<file path="src/hdl/rmvc_pkg.sv">
package rmvc_pkg;

  localparam int DATA_W = 16;
  localparam int N_ROW = 3;
  localparam int IN_W = N_ROW * N_ROW * DATA_W;
  localparam int OUT_W = 8;
  localparam int TOL_W = 15;
  localparam logic [TOL_W-1:0] TOL_RESET = 15'd16;

  // product, cofactor, term and determinant stages, then the output register
  localparam int STAGES = 5;

  // distinct entries of the symmetric gram matrix m * m^T
  localparam int N_PAIR = 6;
  localparam int PAIR_ROW [N_PAIR] = '{0, 0, 0, 1, 1, 2};
  localparam int PAIR_COL [N_PAIR] = '{0, 1, 2, 1, 2, 2};

  // per-stage pipeline control
  typedef struct packed {
    logic [STAGES-1:0] valid;
    logic [STAGES-1:0] load;
  } pipe_ctrl_t;

endpackage

</file>
<file path="src/hdl/rmvc_pipe_ctrl.sv">
module rmvc_pipe_ctrl (
  input  logic                clk,
  input  logic                rst,
  input  logic                in_valid,
  output logic                in_ready,
  input  logic                out_ready,
  output rmvc_pkg::pipe_ctrl_t ctrl
);
  import rmvc_pkg::*;

  logic [STAGES-1:0] valid;
  logic [STAGES-1:0] free;
  logic [STAGES-1:0] up_valid;

  // a stage may take a request when empty or when the next one moves on
  always_comb begin
    free[STAGES-1] = !valid[STAGES-1] || out_ready;
    for (int i = STAGES - 2; i >= 0; i--) begin
      free[i] = !valid[i] || free[i+1];
    end
    up_valid = {valid[STAGES-2:0], in_valid};
  end

  always_ff @(posedge clk) begin
    if (rst) begin
      valid <= '0;
    end else begin
      for (int i = 0; i < STAGES; i++) begin
        if (free[i]) begin
          valid[i] <= up_valid[i];
        end
      end
    end
  end

  assign in_ready   = free[0];
  assign ctrl.valid = valid;
  assign ctrl.load  = free & up_valid;

`ifndef SYNTHESIS
  // a full output stage that cannot move keeps its request
  a_hold: assert property (@(posedge clk) disable iff (rst)
    valid[STAGES-1] && !out_ready |=> valid[STAGES-1])
    else $error("output stage dropped a stalled request");
  // stalled input means every stage is occupied
  a_full: assert property (@(posedge clk) disable iff (rst)
    !in_ready |-> &valid)
    else $error("input stalled with a bubble in the pipeline");
  // a load only ever takes a valid request
  a_load: assert property (@(posedge clk) disable iff (rst)
    (ctrl.load & ~up_valid) == '0)
    else $error("stage loaded without a request");
`endif

endmodule
</file>
<file path="config.mk">
export PLATFORM = sky130hd
export DESIGN_NAME = rmvc_pipe_ctrl
export DESIGN_NICKNAME = d
export VERILOG_FILES = /design/src/hdl/rmvc_pkg.sv /design/src/hdl/rmvc_pipe_ctrl.sv
export SDC_FILE = /design/constraint.sdc
export NUM_CORES = 1
export LEC_CHECK = 0
export ABC_AREA = 1
export BUFFER_PORTS_ARGS = -buffer_cell sky130_fd_sc_hd__clkbuf_2
export CELL_PAD_IN_SITES_DETAIL_PLACEMENT = 0
export CELL_PAD_IN_SITES_GLOBAL_PLACEMENT = 1
export CORE_AREA = 2 2 39 41
export CTS_BUF_LIST = sky130_fd_sc_hd__clkbuf_4 sky130_fd_sc_hd__clkbuf_8
export DETAILED_ROUTE_END_ITERATION = 10
export DIE_AREA = 0 0 41 43
export PLACE_DENSITY = 0.56
export SLEW_MARGIN = 20
export SYNTH_ARGS = -nofsm -noshare
export SYNTH_HDL_FRONTEND = slang
export SYNTH_SLANG_ARGS = --single-unit
</file>
<file path="constraint.sdc">
create_clock -name clk -period 1.1 [get_ports clk]
set_input_delay 0.055 -clock clk [delete_from_list [all_inputs] [get_ports clk]]
set_output_delay 0.055 -clock clk [all_outputs]
set_load 0.01 [all_outputs]
</file>
; ---- After elaboration in Yosys (flattened, before gate mapping)
; Cells that the tools add are included.
[word_totals]
regBits = 5
out_inout_bits = 11
elab_cells = 16
[classes]
n_bitwise = 1
reduce_logical = 10
[ops]
columns = operator, count
row1 = 5-bit AND, 1
row2 = 1-bit zero test, 5
row3 = 1-bit logical OR, 5

; ---- Longest topological paths before layout
; Gate-level depths: netlist of run 1.
[depth]
word_depth = 7
depth_mapped = 6
ltp_nobuf = 6

; ---- Worst setup path before layout of run 1
; No wires, ideal clock.
[synth_timing]
path_kind = register to register
from = register valid[4]
to = register valid[0]
arrival_time_ns = 0.910
required_ns = 1.034
path_slack_ns = 0.124
stages_incl_launch_ff = 5
path_buffers = 0
period_less_slack_ns = 0.976
path_cell_list = dfxtp_1 nand3_2 nor2_4 nand3_2 a21oi_2
[synth_between]
elab_chain_cells = 6
[synth_lines]
columns = element, line
row1 = from (decl), rmvc_pipe_ctrl.sv:11  ; logic [STAGES-1:0] valid;
row2 = "from (signal, indexed assignment)", rmvc_pipe_ctrl.sv:30  ; valid[i] <= up_valid[i];
row3 = 1-bit zero test, rmvc_pipe_ctrl.sv:17  ; free[STAGES-1] = !valid[STAGES-1] || out_ready;
row4 = 1-bit logical OR, rmvc_pipe_ctrl.sv:17
row5 = 1-bit logical OR (4 in series), rmvc_pipe_ctrl.sv:19  ; free[i] = !valid[i] || free[i+1];
row6 = net in_ready, rmvc_pipe_ctrl.sv:5  ; output logic in_ready,
; The timed path passes the listed nets, and every way through them passes these cells.
; A chain may end at the register's enable or synchronous reset.

==> results_dict.tcl, run 1 <==
set metrics [dict create \
    ys_ff_latch 5 \
    slew_headroom_pct 84.8 \
    dieArea_sq_um 1760 \
    antenna_found_initial 0 \
    ant_nets 0 \
    h-tree-depth 1 \
    cp-end-kind "primary output" \
    crit_path_cell_trace "nand3_4 > nor2_4 > inv_2 > nand2_2 > inv_1 > clkbuf_2" \
    cts.clk_slew.worst_paths_ps 40 \
    cts_buffers 3 \
    grt_max_degree 7 \
    finalWeightedCongestion 0.621 \
    grt.total_usage_pct 7.03 \
    hold_viol 0 \
    critPathMaxFanout 5 \
    criticalPathCategory "reg -> out" \
    reg2reg_from "valid[3]" \
    die_w_um 41 \
    die_h_um 43 \
    diodes 0 \
    yosys_warnings 0 \
    r2r_slack_ps 50 \
    max_slew.worst_pin.slew_ps 228 \
    syn_area_per_cell_sq_um 7.91 \
    root_buffer "clkbuf_4" \
    r2r-end "valid[2]" \
    drt-total-wl_um 553 \
    regMostFlops "valid" \
    drive_gt1_share_pct 67.9 \
    cp_slowest_stage_delay_ps 340 \
    setup_ws_ps -44.2 \
    cts_tree "done" \
    drv_slew 0 \
    reg2regPathDepth 6 \
    reg_top3 "valid (5)" \
    crit_family "flip-flops" \
    rsz0062_at_grt "yes" \
    drc 0 \
    worst_ep_required_time_ps 1040 \
    largest_register_ffs 5 \
    synth_seq_area_share_pct 45.2 \
    io_buffers 14 \
    hp-class "in -> reg" \
    drtPass1Iterations 2 \
    grt_pass1_vias 232 \
    power_leakage_nw 0.206 \
    holdPathEnd "valid[2]" \
    clock_sinks 5 \
    overflow 0 \
    synth_cells 28 \
    drv_cap 0 \
    min_path_cells 2 \
    violations "setup timing" \
    start_util_pct 16.0 \
    core_sq_um 1380 \
    nets 58 \
    syn_area_sq_um 221 \
    grt_first_pass_wirelength_um 759 \
    wl_per_cell_um 8.01 \
    viasPerCell 3.93 \
    worstSetupStartpointType "flip-flop" \
    cp_num_buf_inv 3 \
    area_delta_synth_final_pct 85.9 \
    setup_viol 2 \
    instances_no_fill 69 \
    ios 15 \
    fin_worst_skew_ps 0.525 \
    cts_buffer_depth 2 \
    routed-via-count 271 \
    min_from "rst" \
    synth_cell_types 9 \
    post-route-min-period_ps 1140 \
    rows 14 \
    insertion_delay_ps 240 \
    filler_cell_count 164 \
    drt_first_iter_violations 1 \
    place_inst 58 \
    max_freq_ghz 0.874 \
    setup_tns_ps -61.6 \
    syn_nets 32 \
    timing.final.crit_share_pct 104 \
    powerDensity_nw_per_um2 1150 \
    max-vdd-ir-drop_v 0.000358 \
    fin_util_pct 29.7 \
    status "complete, but fails checks" \
    arrival_ps 1090 \
    cp_slowest_cell "dfxtp_2" \
]
==> Yosys cell counts, drive strengths merged <==
library cell | instances | area (sq um)
a31oi | 1 | 6.26
nand3 | 2 | 20.0
inv | 8 | 30.0
nand2 | 4 | 15.0
nor2 | 1 | 11.3
a21oi | 7 | 38.8
dfxtp | 5 | 100
==> how the worst max path moves through the flow <==
stage	depth (start not counted)	slack [ps]	from	to
5_1_grt	6	-100	valid[3]	ctrl[2]
4_1_cts	6	-80	valid[4]	ctrl[2]
3_5_place_dp	6	90	valid[4]	ctrl[2]
3_3_place_gp	6	80	valid[4]	ctrl[2]
2_1_floorplan	4	120	valid[4]	valid[0]
6_report	6	-40	valid[3]	ctrl[2]
==> power by group <==
| part | leakage, nW | internal, mW | switching (mW) |
|---|---|---|---|
| combinational | 0.146 | 0.0208 | 0.0255 |
| sequential | 0.0423 | 0.188 | 0.00665 |
| clock | 0.0184 | 0.161 | 0.0700 |
==> placed cells by master, fill, tap and decap left out <==
cell	instances
a21oi_1	5
a21oi_2	2
a31oi_1	1
buf_2	2
buf_4	7
clkbuf_2	12
clkbuf_4	4
dfxtp_1	2
dfxtp_2	3
inv_1	6
inv_2	2
nand2_1	3
nand2_2	1
nand3_2	1
nand3_4	1
nor2_4	1
==> kinds of logic (layout without fill, tap and decap cells) <==
kind of cell | count (synthesis) | after routing | share of synthesized area [%]
flip-flops | 5 | 5 | 45.2
buffers and inverters | 8 | 33 | 13.6
AND/OR/NAND/NOR | 7 | 7 | 20.9
AO/OA/AOI/OAI | 8 | 8 | 20.3
==> layer usage <==
layer  GRT usage, %  wire length, um  part of all wire, %  up-vias
li1               -                -                    -      138
met1           4.50              189                   34      125
met2           11.9              318                   58        8
met3           4.71               45                  8.1        0
met4           6.00                0                    0        0
met5              0                0                    0        -
==> timing repair <==
action                                  in CTS  in global routing
endpoints found under the setup margin       4                  6
hold buffers                                 0                  0
setup buffers                                7                  0
gates resized for setup                      5                  4
pin swaps                                    2                  4
==> cell type report <==
cell class | count | area, sq um | area share, %
clock buffer | 4 | 30.0 | 7.29
multi-input combinational | 15 | 105 | 25.5
tap | 16 | 20.0 | 4.86
timing repair buffer | 21 | 123 | 29.8
inverter | 8 | 30.0 | 7.29
sequential | 5 | 104 | 25.2
==> stage by stage <==
step / hold slack (ps) / instance area [sq um] / power (mW) / setup slack [ps]
2_1_floorplan: 117 / 221 / 0.216 / 124
3_3_place_gp: 302 / 312 / 0.238 / 81.8
3_5_place_dp: 304 / 312 / 0.238 / 87.8
4_1_cts: 51.5 / 407 / 0.480 / -78.9
5_1_grt: 47.0 / 412 / 0.502 / -104
6_report: 49.3 / 412 / 0.472 / -44.2
Power figures use the tool's default switching activity.
==> run 2: changes to the inputs <==
- CORE_AREA: 2 2 39 41 -> 4 4 41 43
- DIE_AREA: 0 0 41 43 -> 0 0 45 47
- TNS_END_PERCENT: unset -> 20
==> run 2 against run 1 <==
The run still ends with setup timing left; first-iteration DRC count stayed put; clock-buffer cell count stayed put; highest routed layer unchanged; sequential cell count stayed put; largest power group unchanged; worst hold slack worse by 3.5 ps.
==> results_dict.tcl, run 2 (synthesis gave the netlist of run 1 again) <==
set metrics [dict create \
    grtUsageMet3_pct 5.75 \
    drv_cap 0 \
    grt_pass1_vias 252 \
    dp_hpwl_um 410 \
    grt_max_degree 7 \
    layout_common_cells "13 x clkbuf_2, 8 x buf_4, 6 x a21oi_1" \
    crit_path_cell_trace "nand3_4 > nor2_4 > inv_2 > nand2_2 > buf_4 > buf_4 > buf_4 > a21oi_1" \
    cp_slowest_stage_delay_ps 350 \
    wl_per_cell_um 9.16 \
    setup_ws_ps -57.8 \
    powerDensity_nw_per_um2 1150 \
    violations "setup timing" \
    drtPass1Iterations 2 \
    die_h_um 47 \
    ios 15 \
    post-route-min-period_ps 1160 \
    cts_buffers 3 \
    ant_nets 0 \
    area_delta_synth_final_pct 89.8 \
    grtUsageMet2_pct 11.0 \
    die_w_um 45 \
    cts.clk_slew.worst_paths_ps 50 \
    drv_slew 0 \
    grt_busiest_layer "met2" \
    fin_worst_skew_ps 2.92 \
    max-vdd-ir-drop_v 0.000455 \
    grt.total_usage_pct 7.59 \
    fin_util_pct 32.3 \
    max_freq_ghz 0.864 \
    slew_headroom_pct 85.1 \
    nets 59 \
    drt_first_iter_violations 1 \
    arrival_ps 1290 \
    drive_gt1_share_pct 70.4 \
    cp_slowest_cell "dfxtp_2" \
    grt_first_pass_wirelength_um 1010 \
    core_sq_um 1300 \
    regMostFlops "valid" \
    h-tree-depth 1 \
    viasPerCell 3.78 \
    reg_top3 "valid (5)" \
    drt-total-wl_um 632 \
    setup_tns_ps -132 \
    root_buffer "clkbuf_4" \
    finalWeightedCongestion 0.639 \
    overflow 0 \
    clock_sinks 5 \
    dieArea_sq_um 2120 \
    diodes 0 \
    start_util_pct 17.0 \
    largest_register_ffs 5 \
    met1_usage_pct 6.16 \
    rows 13 \
    hp-class "in -> reg" \
    filler_cell_count 153 \
    criticalPathCategory "reg -> reg" \
    timing.final.crit_share_pct 105 \
    critPathMaxFanout 5 \
    cts_buffer_depth 2 \
    worst_ep_required_time_ps 1230 \
    hold_viol 0 \
    setup_viol 4 \
    io_buffers 14 \
    final_common_cell "clkbuf_2" \
    crit_top_cell "buf_4" \
    worstSetupStartpointType "flip-flop" \
    antenna_found_initial 0 \
    status "complete, but fails checks" \
    insertion_delay_ps 240 \
    cts_tree "done" \
    place_inst 57 \
    cp-end-kind "flip-flop" \
    drc 0 \
    routed-via-count 261 \
    instances_no_fill 69 \
    power_leakage_nw 0.209 \
    rsz0062_at_grt "yes" \
    max_slew.worst_pin.slew_ps 223 \
]
run 2: critical path: cells and delay by family, from the launching register on:
| family | cells | cell delay (ps) |
|---|---|---|
| AND/OR/NAND/NOR | 3 | 310 |
| AO/OA/AOI/OAI | 1 | 50 |
| flip-flops | 1 | 350 |
| buffers and inverters | 4 | 350 |
run 2: metal layers:
layer	share of wire (%)	vias up
met4	0	0
met5	0	-
met1	37	108
met3	14	0
met2	48	12
li1	-	141
run 2: through the flow:
step	setup WS, ps	hold WS (ps)	power [mW]	instance area, sq um
after floorplan	124	117	0.216	221
after global placement	104	297	0.239	310
after detailed placement	103	298	0.238	310
after CTS	-67.2	35.8	0.495	413
after global routing	-134	28.4	0.527	420
final	-57.8	45.8	0.484	420
run 2: cell type report:
type                       count  area, sq um  share of cell area (%)
clock buffer                   4         30.0                    7.14
inverter                       8         30.0                    7.14
multi-input combinational     15          101                    24.1
timing repair buffer          22          136                    32.4
tap                           15         18.8                    4.46
sequential                     5          104                    24.7
run 2: worst paths after layout:
| path | depth (start not counted) | endpoint | slack, ps | start |
|---|---|---|---|---|
| hold / removal | 2 | valid[0] | 50 | rst |
| setup / recovery | 8 | valid[2] | -60 | valid[3] |
| hold reg to reg | 2 | valid[3] | 500 | valid[2] |
| setup reg to reg | 8 | valid[2] | -60 | valid[3] |
run 2: timing repair:
action | in CTS | in global routing
setup endpoints to repair | 4 | 6
pin swaps | 2 | 2
resized for setup | 6 | 4
setup buffers | 8 | 0
hold buffers | 0 | 0
run 2: where the power goes:
| group | internal (mW) | switching (mW) |
|---|---|---|
| clock | 0.162 | 0.0752 |
| sequential | 0.188 | 0.00706 |
| combinational | 0.0255 | 0.0265 |
| total | 0.375 | 0.109 |
==> run 3: changes to the inputs <==
==> constraint.sdc (replaced) <==
create_clock -name clk -period 1.1 [get_ports clk]
set_input_delay 0.11 -clock clk [delete_from_list [all_inputs] [get_ports clk]]
set_output_delay 0.11 -clock clk [all_outputs]
set_load 0.01 [all_outputs]
==> run 3 against run 2 <==
The run still ends with setup timing left; clock power down 2%; sequential power barely moved; first-iteration DRC count up 100%; power decreased by 0.50%; core utilization up 1.2 points; sequential share of layout area fell by 0.85 points; global-route usage fell by 0.72 points; worst hold slack gained 56 ps; non-clock buffer count rose by 1; critical endpoint is now ctrl[2].
==> results_dict.tcl, run 3 (synthesis gave the netlist of run 1 again) <==
set metrics [dict create \
    worstSetupStartpoint "valid[3]" \
    drv_slew 0 \
    cp-end-kind "primary output" \
    filler_cell_count 154 \
    timing.final.crit_share_pct 108 \
    drc 0 \
    grt_first_pass_wirelength_um 979 \
    nets 60 \
    r2r_slack_ps -50 \
    max_freq_ghz 0.844 \
    grt.total_usage_pct 6.87 \
    die_w_um 45 \
    drive_gt1_share_pct 74.5 \
    dp_hpwl_um 414 \
    cts_buffers 3 \
    start_util_pct 17.0 \
    grt_max_degree 7 \
    slew_headroom_pct 84.7 \
    max-vdd-ir-drop_v 0.000500 \
    io_buffers 14 \
    min_path_cells 2 \
    criticalPathCategory "reg -> out" \
    cts_buffer_depth 2 \
    worstSetupStartpointType "flip-flop" \
    r2r-end "valid[2]" \
    reg2reg_from "valid[3]" \
    fin_worst_skew_ps 3.25 \
    regMostFlops "valid" \
    reg_top3 "valid (5)" \
    layout_common_cells "12 x clkbuf_2, 9 x buf_4" \
    violations "setup timing" \
    power_leakage_nw 0.213 \
    drtPass1Iterations 3 \
    largest_register_ffs 5 \
    finalWeightedCongestion 0.609 \
    worst_ep_required_time_ps 990 \
    critPathMaxFanout 5 \
    status "complete, but fails checks" \
    hold_viol 0 \
    rows 13 \
    rsz0062_at_grt "yes" \
    reg2regPathDepth 7 \
    cts.clk_slew.worst_paths_ps 40 \
    pre_cts_ws_ps 92.5 \
    setup_viol 6 \
    h-tree-depth 1 \
    arrival_ps 1080 \
    post-route-min-period_ps 1190 \
    setup_ws_ps -85.2 \
    max_slew.worst_pin.slew_ps 229 \
    drt-total-wl_um 634 \
    core_sq_um 1300 \
    drv_cap 0 \
    routed-via-count 276 \
    diodes 0 \
    insertion_delay_ps 240 \
    hp-class "in -> reg" \
    holdPathEnd "valid[2]" \
    die_h_um 47 \
    drt_first_iter_violations 2 \
    antenna_found_initial 0 \
    min_from "rst" \
    cts_tree "done" \
    clock_sinks 5 \
    regArea_sq_um 104 \
    ios 15 \
    grt_pass1_vias 254 \
    viasPerCell 3.94 \
    area_delta_synth_final_pct 96.6 \
    powerDensity_nw_per_um2 1110 \
    wl_per_cell_um 9.06 \
    ant_nets 0 \
    dieArea_sq_um 2120 \
    overflow 0 \
    root_buffer "clkbuf_4" \
    final_common_cell "clkbuf_2" \
    power_uw 482 \
    multi_input_area_sq_um 109 \
]
-- run 3: cell type report --
type	instances	share of cell area, %
clock buffer	4	6.90
inverter	8	6.90
multi-input combinational	15	25.0
tap	15	4.31
sequential	5	23.9
timing repair buffer	23	33.0
-- run 3: worst max-delay path, stage by stage, from the launching register on --
cell and delay [ps]:
dfxtp_2 340, nand3_4 80, nor2_4 150, inv_2 60
nand2_2 60, inv_2 40, buf_6 110
-- run 3: per-layer routing --
| metal | track usage (%) | share of wire (%) | routed length, um | vias to the layer above |
|---|---|---|---|---|
| met5 | 0 | 0 | 0 | - |
| met4 | 7.02 | 1.6 | 10 | 0 |
| met2 | 10.5 | 48 | 306 | 12 |
| met1 | 7.05 | 40 | 255 | 118 |
| li1 | - | - | - | 144 |
| met3 | 2.68 | 9.6 | 61 | 2 |
-- run 3: worst max path at each step --
| stage | end | slack, ps | cells past startpoint |
|---|---|---|---|
| after floorplan | valid[0] | 120 | 4 |
| after global placement | ctrl[2] | 80 | 6 |
| after detailed placement | ctrl[2] | 90 | 6 |
| after CTS | ctrl[2] | -130 | 6 |
| after global routing | ctrl[2] | -150 | 6 |
| final | ctrl[2] | -90 | 6 |
-- run 3: timing repair --
item / CTS / global route
gates resized for setup: 6 / 7
hold buffers: 0 / 0
hold endpoints to repair: 0 / 0
pin swaps: 3 / 2
setup endpoints to repair: 5 / 7
buffers inserted: 7 / 0
-- run 3: metrics by stage --
| step | area (sq um) | std cells | hold WS [ps] | setup TNS (ps) | utilization (%) |
|---|---|---|---|---|---|
| 2_1_floorplan | 221 | 28 | 172 | 0 | - |
| 3_3_place_gp | 325 | 59 | 352 | 0 | 25.0 |
| 3_5_place_dp | 325 | 59 | 356 | 0 | 25.0 |
| 4_1_cts | 417 | 70 | 108 | -494 | 32.0 |
| 5_1_grt | 435 | 70 | 115 | -670 | 33.5 |
| 6_report | 435 | 70 | 102 | -293 | 33.5 |
-- run 3: power by group --
group	total [mW]	internal (mW)	switching, mW
Clock	0.233	0.161	0.0713
Sequential	0.195	0.188	0.00677
Combinational	0.0541	0.0260	0.0281
Total	0.482	0.376	0.106
